`src/hdl/srdd_pkg.sv`:
```
// ----------------------------------------------------------------------------
// srdd_pkg
// Shared types, constants and the report unscramble function for the sensor
// report decrypt/decode core.
// ----------------------------------------------------------------------------
package srdd_pkg;

  localparam logic [7:0] TRAILER_BYTE = 8'h0d;
  localparam logic [7:0] TYPE_CO2     = 8'h50;
  localparam logic [7:0] TYPE_TEMP    = 8'h42;
  localparam logic [7:0] TYPE_HUM     = 8'h44;
  localparam logic signed [19:0] KELVIN_OFFSET_CENTI = 20'sd27315;

  localparam logic REG_SESSION_KEY = 1'b0;

  localparam logic [7:0] SALT_SWAP [8] = '{8'h84, 8'h47, 8'h56, 8'hd6,
                                           8'h07, 8'h93, 8'h93, 8'h56};
  localparam logic [2:0] BYTE_DEST [8] = '{3'd2, 3'd4, 3'd0, 3'd7,
                                           3'd1, 3'd6, 3'd5, 3'd3};

  typedef enum logic [1:0] {
    STAT_OK       = 2'd0,
    STAT_TRAILER  = 2'd1,
    STAT_CHECKSUM = 2'd2
  } status_t;

  typedef enum logic [1:0] {
    KIND_NONE = 2'd0,
    KIND_CO2  = 2'd1,
    KIND_TEMP = 2'd2,
    KIND_HUM  = 2'd3
  } kind_t;

  typedef struct packed {
    logic [63:0] plain;
    logic [15:0] value;
    status_t     status;
    kind_t       kind;
  } entry_t;

  typedef struct packed {
    logic full;
    logic empty;
  } q_flags_t;

  function automatic logic [63:0] unscramble(input logic [63:0] cipher,
                                             input logic [63:0] key);
    logic [7:0]  moved [8];
    logic [7:0]  mixed [8];
    logic [7:0]  rot;
    logic [63:0] plain;
    for (int k = 0; k < 8; k++) begin
      moved[BYTE_DEST[k]] = cipher[8*k +: 8];
    end
    for (int k = 0; k < 8; k++) begin
      mixed[k] = moved[k] ^ key[8*k +: 8];
    end
    plain = '0;
    for (int k = 0; k < 8; k++) begin
      rot = {mixed[(k + 7) % 8][2:0], mixed[k][7:3]};
      plain[8*k +: 8] = rot - SALT_SWAP[k];
    end
    return plain;
  endfunction

endpackage

```
`src/hdl/srdd_front.sv`:
```
// ----------------------------------------------------------------------------
// srdd_front
// Decrypts an incoming report and classifies it: trailer and checksum checks,
// reading type and 16-bit value.
// ----------------------------------------------------------------------------
module srdd_front
  import srdd_pkg::*;
(
  input  logic [63:0] report,
  input  logic [63:0] key,
  output entry_t      entry
);

  logic [63:0] plain;
  logic [7:0]  sum;

  always_comb begin
    plain = unscramble(report, key);
    sum   = plain[7:0] + plain[15:8] + plain[23:16];
    entry.plain  = plain;
    entry.value  = {plain[15:8], plain[23:16]};
    entry.status = STAT_OK;
    entry.kind   = KIND_NONE;
    if (plain[39:32] != TRAILER_BYTE) begin
      entry.status = STAT_TRAILER;
    end else if (sum != plain[31:24]) begin
      entry.status = STAT_CHECKSUM;
    end else begin
      unique case (plain[7:0])
        TYPE_CO2:  entry.kind = KIND_CO2;
        TYPE_TEMP: entry.kind = KIND_TEMP;
        TYPE_HUM:  entry.kind = KIND_HUM;
        default:   entry.kind = KIND_NONE;
      endcase
    end
  end

endmodule

```
`src/hdl/srdd_queue.sv`:
```
// ----------------------------------------------------------------------------
// srdd_queue
// Two-entry queue of classified words between the front and back parts.
// ----------------------------------------------------------------------------
module srdd_queue
  import srdd_pkg::*;
(
  input  logic     clk,
  input  logic     rst,
  input  logic     push,
  input  entry_t   push_data,
  input  logic     pop,
  output entry_t   pop_data,
  output q_flags_t flags
);

  entry_t      mem [2];
  logic        wr_ptr;
  logic        rd_ptr;
  logic [1:0]  count;

  always_ff @(posedge clk) begin
    if (push) begin
      mem[wr_ptr] <= push_data;
    end
  end

  always_ff @(posedge clk) begin
    if (rst) begin
      wr_ptr <= 1'b0;
      rd_ptr <= 1'b0;
      count  <= 2'd0;
    end else begin
      if (push) wr_ptr <= ~wr_ptr;
      if (pop)  rd_ptr <= ~rd_ptr;
      count <= count + 2'(push) - 2'(pop);
    end
  end

  assign pop_data    = mem[rd_ptr];
  assign flags.full  = (count == 2'd2);
  assign flags.empty = (count == 2'd0);

endmodule

```
`src/hdl/srdd_back.sv`:
```
// ----------------------------------------------------------------------------
// srdd_back
// Applies classified words to the reading stores and holds the result word.
// ----------------------------------------------------------------------------
module srdd_back
  import srdd_pkg::*;
(
  input  logic               clk,
  input  logic               rst,
  input  logic               q_empty,
  input  entry_t             entry,
  output logic               pop,
  output logic               result_valid,
  input  logic               result_stall,
  output logic [1:0]         status,
  output logic [1:0]         kind,
  output logic [15:0]        raw_value,
  output logic [63:0]        plain_report,
  output logic [15:0]        co2_ppm,
  output logic               co2_valid,
  output logic signed [19:0] temp_centi_c,
  output logic               temp_valid,
  output logic [15:0]        hum_centi_pct,
  output logic               hum_valid
);

  logic [20:0]        t25;
  logic [18:0]        tq;
  logic signed [19:0] temp_next;

  assign pop = !q_empty && (!result_valid || !result_stall);

  // (t*25 + 2) / 4 - 27315
  always_comb begin
    t25       = {1'b0, entry.value, 4'b0} + {2'b0, entry.value, 3'b0}
              + {5'b0, entry.value} + 21'd2;
    tq        = t25[20:2];
    temp_next = $signed({1'b0, tq}) - KELVIN_OFFSET_CENTI;
  end

  always_ff @(posedge clk) begin
    if (rst) begin
      result_valid  <= 1'b0;
      co2_ppm       <= '0;
      co2_valid     <= 1'b0;
      temp_centi_c  <= -KELVIN_OFFSET_CENTI;
      temp_valid    <= 1'b0;
      hum_centi_pct <= '0;
      hum_valid     <= 1'b0;
    end else begin
      if (pop) begin
        result_valid <= 1'b1;
        case (entry.kind)
          KIND_CO2: begin
            co2_ppm   <= entry.value;
            co2_valid <= 1'b1;
          end
          KIND_TEMP: begin
            temp_centi_c <= temp_next;
            temp_valid   <= 1'b1;
          end
          KIND_HUM: begin
            hum_centi_pct <= entry.value;
            hum_valid     <= 1'b1;
          end
          default: ;
        endcase
      end else if (!result_stall) begin
        result_valid <= 1'b0;
      end
    end
  end

  always_ff @(posedge clk) begin
    if (pop) begin
      status       <= entry.status;
      kind         <= entry.kind;
      raw_value    <= entry.value;
      plain_report <= entry.plain;
    end
  end

endmodule

```
`src/hdl/sensor_report_decrypt_decode_core.sv`:
```
// ----------------------------------------------------------------------------
// sensor_report_decrypt_decode_core
// Decrypts 8-byte sensor reports, checks them and keeps the last CO2,
// temperature and humidity readings.
// ----------------------------------------------------------------------------
//  channel   handshake                    payload
//  report    report_valid/report_stall    report
//  result    result_valid/result_stall    status .. hum_valid
//  config    APB write, 8*i addressing    session_key at 0x0
//
//  One report per cycle sustained while result_stall is low; a report passes through the queue, then the result reg.
//  Decrypt and checks sit in front of a 2-word queue; report_stall is the
//  queue full flag. Stores update when a word moves to the result register.
//  Synchronous reset clears stores, flags and key; temperature shows -27315.
module sensor_report_decrypt_decode_core
  import srdd_pkg::*;
(
  input  logic               clk,
  input  logic               rst,
  input  logic               psel,
  input  logic               penable,
  input  logic               pwrite,
  input  logic [3:0]         paddr,
  input  logic [63:0]        pwdata,
  output logic [63:0]        prdata,
  output logic               pready,
  input  logic               report_valid,
  output logic               report_stall,
  input  logic [63:0]        report,
  output logic               result_valid,
  input  logic               result_stall,
  output logic [1:0]         status,
  output logic [1:0]         kind,
  output logic [15:0]        raw_value,
  output logic [63:0]        plain_report,
  output logic [15:0]        co2_ppm,
  output logic               co2_valid,
  output logic signed [19:0] temp_centi_c,
  output logic               temp_valid,
  output logic [15:0]        hum_centi_pct,
  output logic               hum_valid
);

  logic [63:0] session_key;
  entry_t      front_entry;
  entry_t      back_entry;
  q_flags_t    q_flags;
  logic        push;
  logic        pop;

  assign pready = 1'b1;
  assign prdata = (paddr[3] == REG_SESSION_KEY) ? session_key : 64'd0;

  always_ff @(posedge clk) begin
    if (rst) begin
      session_key <= '0;
    end else if (psel && penable && pwrite && pready && paddr[3] == REG_SESSION_KEY) begin
      session_key <= pwdata;
    end
  end

  assign report_stall = q_flags.full;
  assign push         = report_valid && !report_stall;

  srdd_front u_front (
    .report (report),
    .key    (session_key),
    .entry  (front_entry)
  );

  srdd_queue u_queue (
    .clk       (clk),
    .rst       (rst),
    .push      (push),
    .push_data (front_entry),
    .pop       (pop),
    .pop_data  (back_entry),
    .flags     (q_flags)
  );

  srdd_back u_back (
    .clk           (clk),
    .rst           (rst),
    .q_empty       (q_flags.empty),
    .entry         (back_entry),
    .pop           (pop),
    .result_valid  (result_valid),
    .result_stall  (result_stall),
    .status        (status),
    .kind          (kind),
    .raw_value     (raw_value),
    .plain_report  (plain_report),
    .co2_ppm       (co2_ppm),
    .co2_valid     (co2_valid),
    .temp_centi_c  (temp_centi_c),
    .temp_valid    (temp_valid),
    .hum_centi_pct (hum_centi_pct),
    .hum_valid     (hum_valid)
  );

  a_kind_needs_ok: assert property (@(posedge clk) disable iff (rst)
    result_valid |-> (kind == KIND_NONE || status == STAT_OK))
    else $error("reading kind on a rejected report");

  a_temp_flag_rise: assert property (@(posedge clk) disable iff (rst)
    $rose(temp_valid) |-> (result_valid && kind == KIND_TEMP))
    else $error("temp_valid rose without a temperature word");

  a_co2_store: assert property (@(posedge clk) disable iff (rst)
    (result_valid && kind == KIND_CO2) |-> (co2_valid && co2_ppm == raw_value))
    else $error("CO2 store does not match reported value");

endmodule

```
`config.mk`:
```
export PLATFORM = sky130hd
export DESIGN_NAME = sensor_report_decrypt_decode_core
export DESIGN_NICKNAME = d
export VERILOG_FILES = /design/src/hdl/srdd_pkg.sv /design/src/hdl/srdd_front.sv /design/src/hdl/srdd_queue.sv /design/src/hdl/srdd_back.sv /design/src/hdl/sensor_report_decrypt_decode_core.sv
export SDC_FILE = /design/constraint.sdc
export NUM_CORES = 1
export LEC_CHECK = 0
export BUFFER_PORTS_ARGS = -buffer_cell sky130_fd_sc_hd__buf_2
export CAP_MARGIN = 20
export CORE_MARGIN = 3
export CORE_UTILIZATION = 50
export DETAILED_ROUTE_END_ITERATION = 16
export PLACE_DENSITY = 0.75
export REMOVE_ABC_BUFFERS = 1
export SLEW_MARGIN = 0
export SYNTH_ARGS = -nofsm -noshare
export SYNTH_HDL_FRONTEND = slang
export SYNTH_SLANG_ARGS = --single-unit
```
`constraint.sdc`:
```
create_clock -name clk -period 13 [get_ports clk]
set_input_delay 2.6 -clock clk [delete_from_list [all_inputs] [get_ports clk]]
set_output_delay 2.6 -clock clk [all_outputs]
set_load 0.005 [all_outputs]
```
# After elaboration in Yosys (flattened, before gate mapping)
# Memory sizes are Yosys's and may differ from the RTL's. A register that Yosys moved wholly into a read port is not among the register bits.
# Cells that the tools add are included.
[word_totals] word_cells=79 output_inout_bits=206 input_bits=139 ff_bits=208 n_memories=1 ramBits=168
[classes] n_eq_ne=10 addsub=16 bitwise_logic=11 reduce_logical=14 mux=12
[mem_list] memory="u_queue.mem" depth=2 width=84 read_ports=1 rd_clocked_by_memory_dff=1 write_ports=1 line_no="srdd_queue.sv:17" text="entry_t mem [2];"
[op_table] operator="two-way mux 64 bit" count=1
[op_table] operator="XOR 8 bit" count=8
[op_table] operator="subtractor 8 bit, second input constant" count=4
[op_table] operator="== test 8 x 7 -> 1 bit, second input constant" count=3
[op_table] operator="subtractor 8 x 7 -> 8 bit, second input constant" count=3
[op_table] operator="adder 20 x 19 -> 21 bit" count=1
[op_table] operator="adder 21 x 16 -> 21 bit" count=1
[op_table] operator="adder 21 x 2 -> 21 bit, second input constant" count=1
[op_table] operator="subtractor 19 x 15 -> 20 bit, second input constant" count=1
[op_table] operator="adder 8 bit" count=2
[op_table] operator="two-way mux 2 bit" count=4
[op_table] operator="inequality test 8 x 4 -> 1 bit, second input constant" count=1
[op_table] operator="inequality test 8 bit" count=1
[op_table] operator="subtractor 8 x 3 -> 8 bit, second input constant" count=1
[op_table] operator="== test 2 bit, second input constant" count=3
[op_table] operator="two-way mux 1 bit" count=6
[op_table] operator="one-hot mux 2 bit (3 select lines)" count=1
[op_table] operator="AND reduction 2 bit" count=3
[op_table] operator="logical AND 1 bit" count=5
[op_table] operator="logical NOT 1 bit" count=4
[op_table] operator="inverter 1 bit" count=3
[op_table] operator="adder 2 x 1 -> 2 bit" count=1
[op_table] operator="== test 2 x 1 -> 1 bit, second input constant" count=1
[op_table] operator="logical NOT 2 bit" count=1
[op_table] operator="other kinds (3)" count=3

# Longest topological paths before layout
[depth] ltp_word=7 ltp_mapped=17 depth_no_buf=17

# Cells and area by module
# A second synthesis with hierarchy kept.
[hier_totals] cells_unflattened=1440 area_unflattened_um2=18276.3
[by_module_without_submodules] module="srdd_queue" seq_area_each_um2=5144.9 instances=1 area_each_um2=6521.3 cells_each=282
[by_module_without_submodules] module="srdd_back" seq_area_each_um2=3643.5 instances=1 area_each_um2=6185.9 cells_each=537
[by_module_without_submodules] module="sensor_report_decrypt_decode_core" seq_area_each_um2=1281.2 instances=1 area_each_um2=3363.2 cells_each=352
[by_module_without_submodules] module="srdd_front" seq_area_each_um2=0.0 instances=1 area_each_um2=2205.9 cells_each=269

# Least setup slack after synthesis
# OpenSTA, ideal clock, no wires.
[synth_timing] path_type="input-to-reg" from="in result_stall" to="reg u_queue.count[1]" t_arrival_ns=7.333 path_slack_ns=5.540 required_ns=12.872 setup_time_ns=0.128 n_path_buf=0 path_stages=7 cell_sequence="a21oi_1 -> ha_1 -> inv_1 -> ha_1 -> xor2_1 -> xnor2_1 -> nor2_1"
[synth_via] elab_chain_len=4
[synth_lines] element="start, declared" line_no="sensor_report_decrypt_decode_core.sv:31" text="input logic result_stall,"
[synth_lines] element="logical NOT 1 bit" line_no="srdd_back.sv:31" text="assign pop = !q_empty && (!result_valid || !result_stall);"
[synth_lines] element="logical OR 1 bit" line_no="srdd_back.sv:31"
[synth_lines] element="logical AND 1 bit" line_no="srdd_back.sv:31"
[synth_lines] element="subtractor 2 x 1 -> 2 bit" line_no="srdd_queue.sv:36" text="count <= count + 2'(push) - 2'(pop);"
[synth_lines] element="end signal, assigned" line_no="srdd_queue.sv:36"
[synth_lines] element="end, declared" line_no="srdd_queue.sv:20" text="logic [1:0] count;"
# Every way passes these cells.
# A chain may end at the register's enable or synchronous reset.

==> flow_summary.ini <==
[synthesis]
synth_area_um2 = 15500
yosysUniqueCellTypes = 72
avgSynthCellArea_um2 = 11.5
synthArstFlopShare_pct = 0
ys_warn_count = 0
ys_ff_latch = 329
seq_area_frac_synth_pct = 55.8
synth_ff_type = edfxtp_1
synth_edf_count = 204
synthCells = 1341

[route]
wl_per_cell_um = 17.2
ant_nets = 0
drt-total-wl_um = 35600
drtIter0Drc = 542
first_pass_iters = 5
vias = 10724
drc = 0
vias_per_cell = 5.17

[die]
die_area_um2 = 33100
io_pins = 345
die-height_um = 182
rows = 63
core_area_um2 = 30000
initial_core_util_pct = 51.5
die_w_um = 182

[pwr]
pwr-share-seq_pct = 32.6
p_comb_share_pct = 45.9
leakage_nw = 7.62
irDropWorstVdd_v = 0.000162
p_total_w = 0.00458
clockPowerShare_pct = 21.5
internal_power_w = 0.00288
p_switching_w = 0.00170
switching_share_pct = 37.2
powerDensity_nw_per_um2 = 247

[sta]
hold_viol_final = 0
rsz0062_at_grt = false
clock_skew_ns = 0.00920
slew_viol_final = 0
finalCritPeriodShare_pct = 48.7
max_slew.worst_pin.slew_ns = 1.06
fmax_mhz = 158
setup_tns_ns = 0
finalCriticalPeriod_ns = 6.33
finalSetupViolations = 0
relSlewSlack_pct = 29.1

[finish]
area_growth_pct = 20.1
final_layout_size_suffix_gt1_share_pct = 28.8
fill_cells = 2414
nets = 1858
layout.cells.non_filler = 2076

[global_route]
busiest_layer = met2
grt_use_total_pct = 21.0
grt_max_degree = 69
met1_usage_pct = 25.0
antenna_found_initial = 5
grt_pass1_vias = 10784
met2_usage_pct = 36.9
met3_usage_pct = 5.33
grt_pass1_wl_um = 55700
grt_overflow = 0

[clocking]
cts-root-buf = clkbuf_16
cts.clk_slew.worst_paths_ns = 0.06
cts_num_sinks = 329
htreeDepth = 2
cts_tree = yes
postCtsSetupBuffers = 0
clk-insertion-delay-late_ns = 0.50
cts.repair.resized = 0
cts-buffers-inserted = 36
ctsHoldBuffers = 0
clock_path_buffers = 3

[setup_path]
worstPathMaxFanout = 6
cp.arrival_ns = 6.62
crit_type = in2reg
end_kind = register
worstSetupStartpointType = input port
cp.required_ns = 13.30

[placement]
dp_hpwl_um = 25200
placed_cells = 2008
place.gp.congestion = 0.872
portBuffers = 340

[worst_hold_path]
hp-class = reg2reg

[outcome]
outcome = finished, final reports clean

[flow_run]
cap_violations = 0
## stage by stage
| step | util, % | instance area [µm²] | setup slack [ns] | hold slack, ns |
|---|---|---|---|---|
| after global placement | 58.0 | 17400 | 6.24 | 0.440 |
| after detailed placement | 58.0 | 17400 | 6.14 | 0.447 |
| after global routing | 61.9 | 18600 | 6.42 | 0.472 |
| after CTS | 61.9 | 18600 | 6.67 | 0.453 |
| after floorplan | - | 15100 | 3.79 | 0.442 |
| final | 61.9 | 18600 | 6.67 | 0.450 |
## routing by layer
metal / part of all wire, % / vias up
met5: 0.093 / -
met4: 3.3 / 4
met3: 7.2 / 76
met2: 50 / 329
met1: 40 / 5034
li1: - / 5281
## synthesized netlist by cell type (3+ instances only)
library cell  count  area (µm²)
nor2_1           60         225
and2_1            3        18.8
fa_1             20         400
nor3_1           15        75.1
and3_1            3        18.8
nand2_1         158         593
o21ai_0          12        60.1
o211ai_1         11        82.6
o21ai_1           5        25.0
nor3b_1           4        30.0
xnor2_1          80         701
o21bai_1          5        37.5
xor2_1           67         587
a21o_1            6        45.0
clkbuf_1         39         146
o31a_1            4        35.0
nand2b_1          7        43.8
nand3_1          16        80.1
inv_1            78         293
mux2i_1          18         180
ha_1             43         538
a21o_2            3        26.3
a21oi_1         102         510
a211oi_1         40         300
buf_4            17         128
mux2_2           53         597
edfxtp_1        204        6130
nor4_1            3        18.8
o21a_1            3        22.5
dfxtp_1         125        2500
or2_2             4        25.0
buf_1            13        48.8
nand4_1           3        18.8
nor2b_1          65         407
## final timing paths
check | slack (ns) | startpoint | depth (start not counted) | end
setup reg to reg | 7.75 | register | 13 | u_back.temp_centi_c[18]
setup / recovery | 6.67 | report[21] | 16 | u_queue.mem[0][1]
hold reg to reg | 0.45 | u_back.temp_centi_c[7] | 2 | u_back.temp_centi_c[7]
hold / removal | 0.45 | u_back.temp_centi_c[7] | 2 | u_back.temp_centi_c[7]
## power groups by stage
| stage | clock [W] | sequential (W) | combinational [W] |
|---|---|---|---|
| after floorplan | 0 | 0.00153 | 0.00153 |
| after global placement | 0 | 0.00151 | 0.00206 |
| after detailed placement | 0 | 0.00152 | 0.00210 |
| after CTS | 0.00101 | 0.00150 | 0.00212 |
| after global routing | 0.00105 | 0.00152 | 0.00234 |
| final | 0.000988 | 0.00149 | 0.00210 |
## placed cells by master, fill, tap and decap left out, drive strengths merged, types with 42 or more instances in the layout
cell type  netlist  final
xor2            68     68
inv             78     80
nand2          158    158
edfxtp         204    204
nor2            60     60
mux2            53     53
xnor2           81     81
buf             33    349
a21oi          102    102
nor2b           65     65
a211oi          42     42
ha              43     43
clkbuf          39     48
dfxtp          125    125
## critical path: stages
cell	delay, ns
buf_2	0.10
xnor2_1	0.46
inv_1	0.22
ha_1	0.38
inv_1	0.07
fa_1	0.50
inv_1	0.04
ha_1	0.32
a21o_1	0.19
a21oi_1	0.24
o21bai_1	0.09
a21oi_1	0.16
xnor3_1	0.40
nor3_1	0.39
nand3b_1	0.16
nor3_1	0.31
## cells by family after synthesis
kind of cell | Yosys count | share of synthesized area [%]
xor gates and xnor gates | 151 | 8.89
and+or+nand+nor | 351 | 10.6
muxes | 71 | 5.02
adders and majority gates | 63 | 6.06
AOI/OAI and AO/OA | 225 | 9.51
buffers and inverters | 150 | 4.12
DFF | 329 | 55.8
other | 1 | 0.0242
## layout make-up
class	instances	area (µm²)	area share, %
Antenna cell	3	7.51	0.0404
Clock buffer	48	1010	5.42
Clock inverter	17	151	0.814
Inverter	78	293	1.57
Multi-Input combinational cell	862	6240	33.6
Sequential cell	329	8630	46.4
Tap cell	390	488	2.62
Timing Repair Buffer	349	1770	9.53
## registers in the layout, summed over array words and instances, names as in the netlist, named ones only
register / count
u_queue.mem: 136
session_key: 64
u_back.plain_report: 64
u_back.temp_centi_c: 20
u_back.co2_ppm: 16
u_back.hum_centi_pct: 16
u_back.kind: 2
u_back.status: 2
u_queue.count: 2
u_back.co2_valid: 1
u_back.hum_valid: 1
u_back.result_valid: 1
u_back.temp_valid: 1
u_queue.rd_ptr: 1
u_queue.wr_ptr: 1
(Power assumes the default switching activity.)
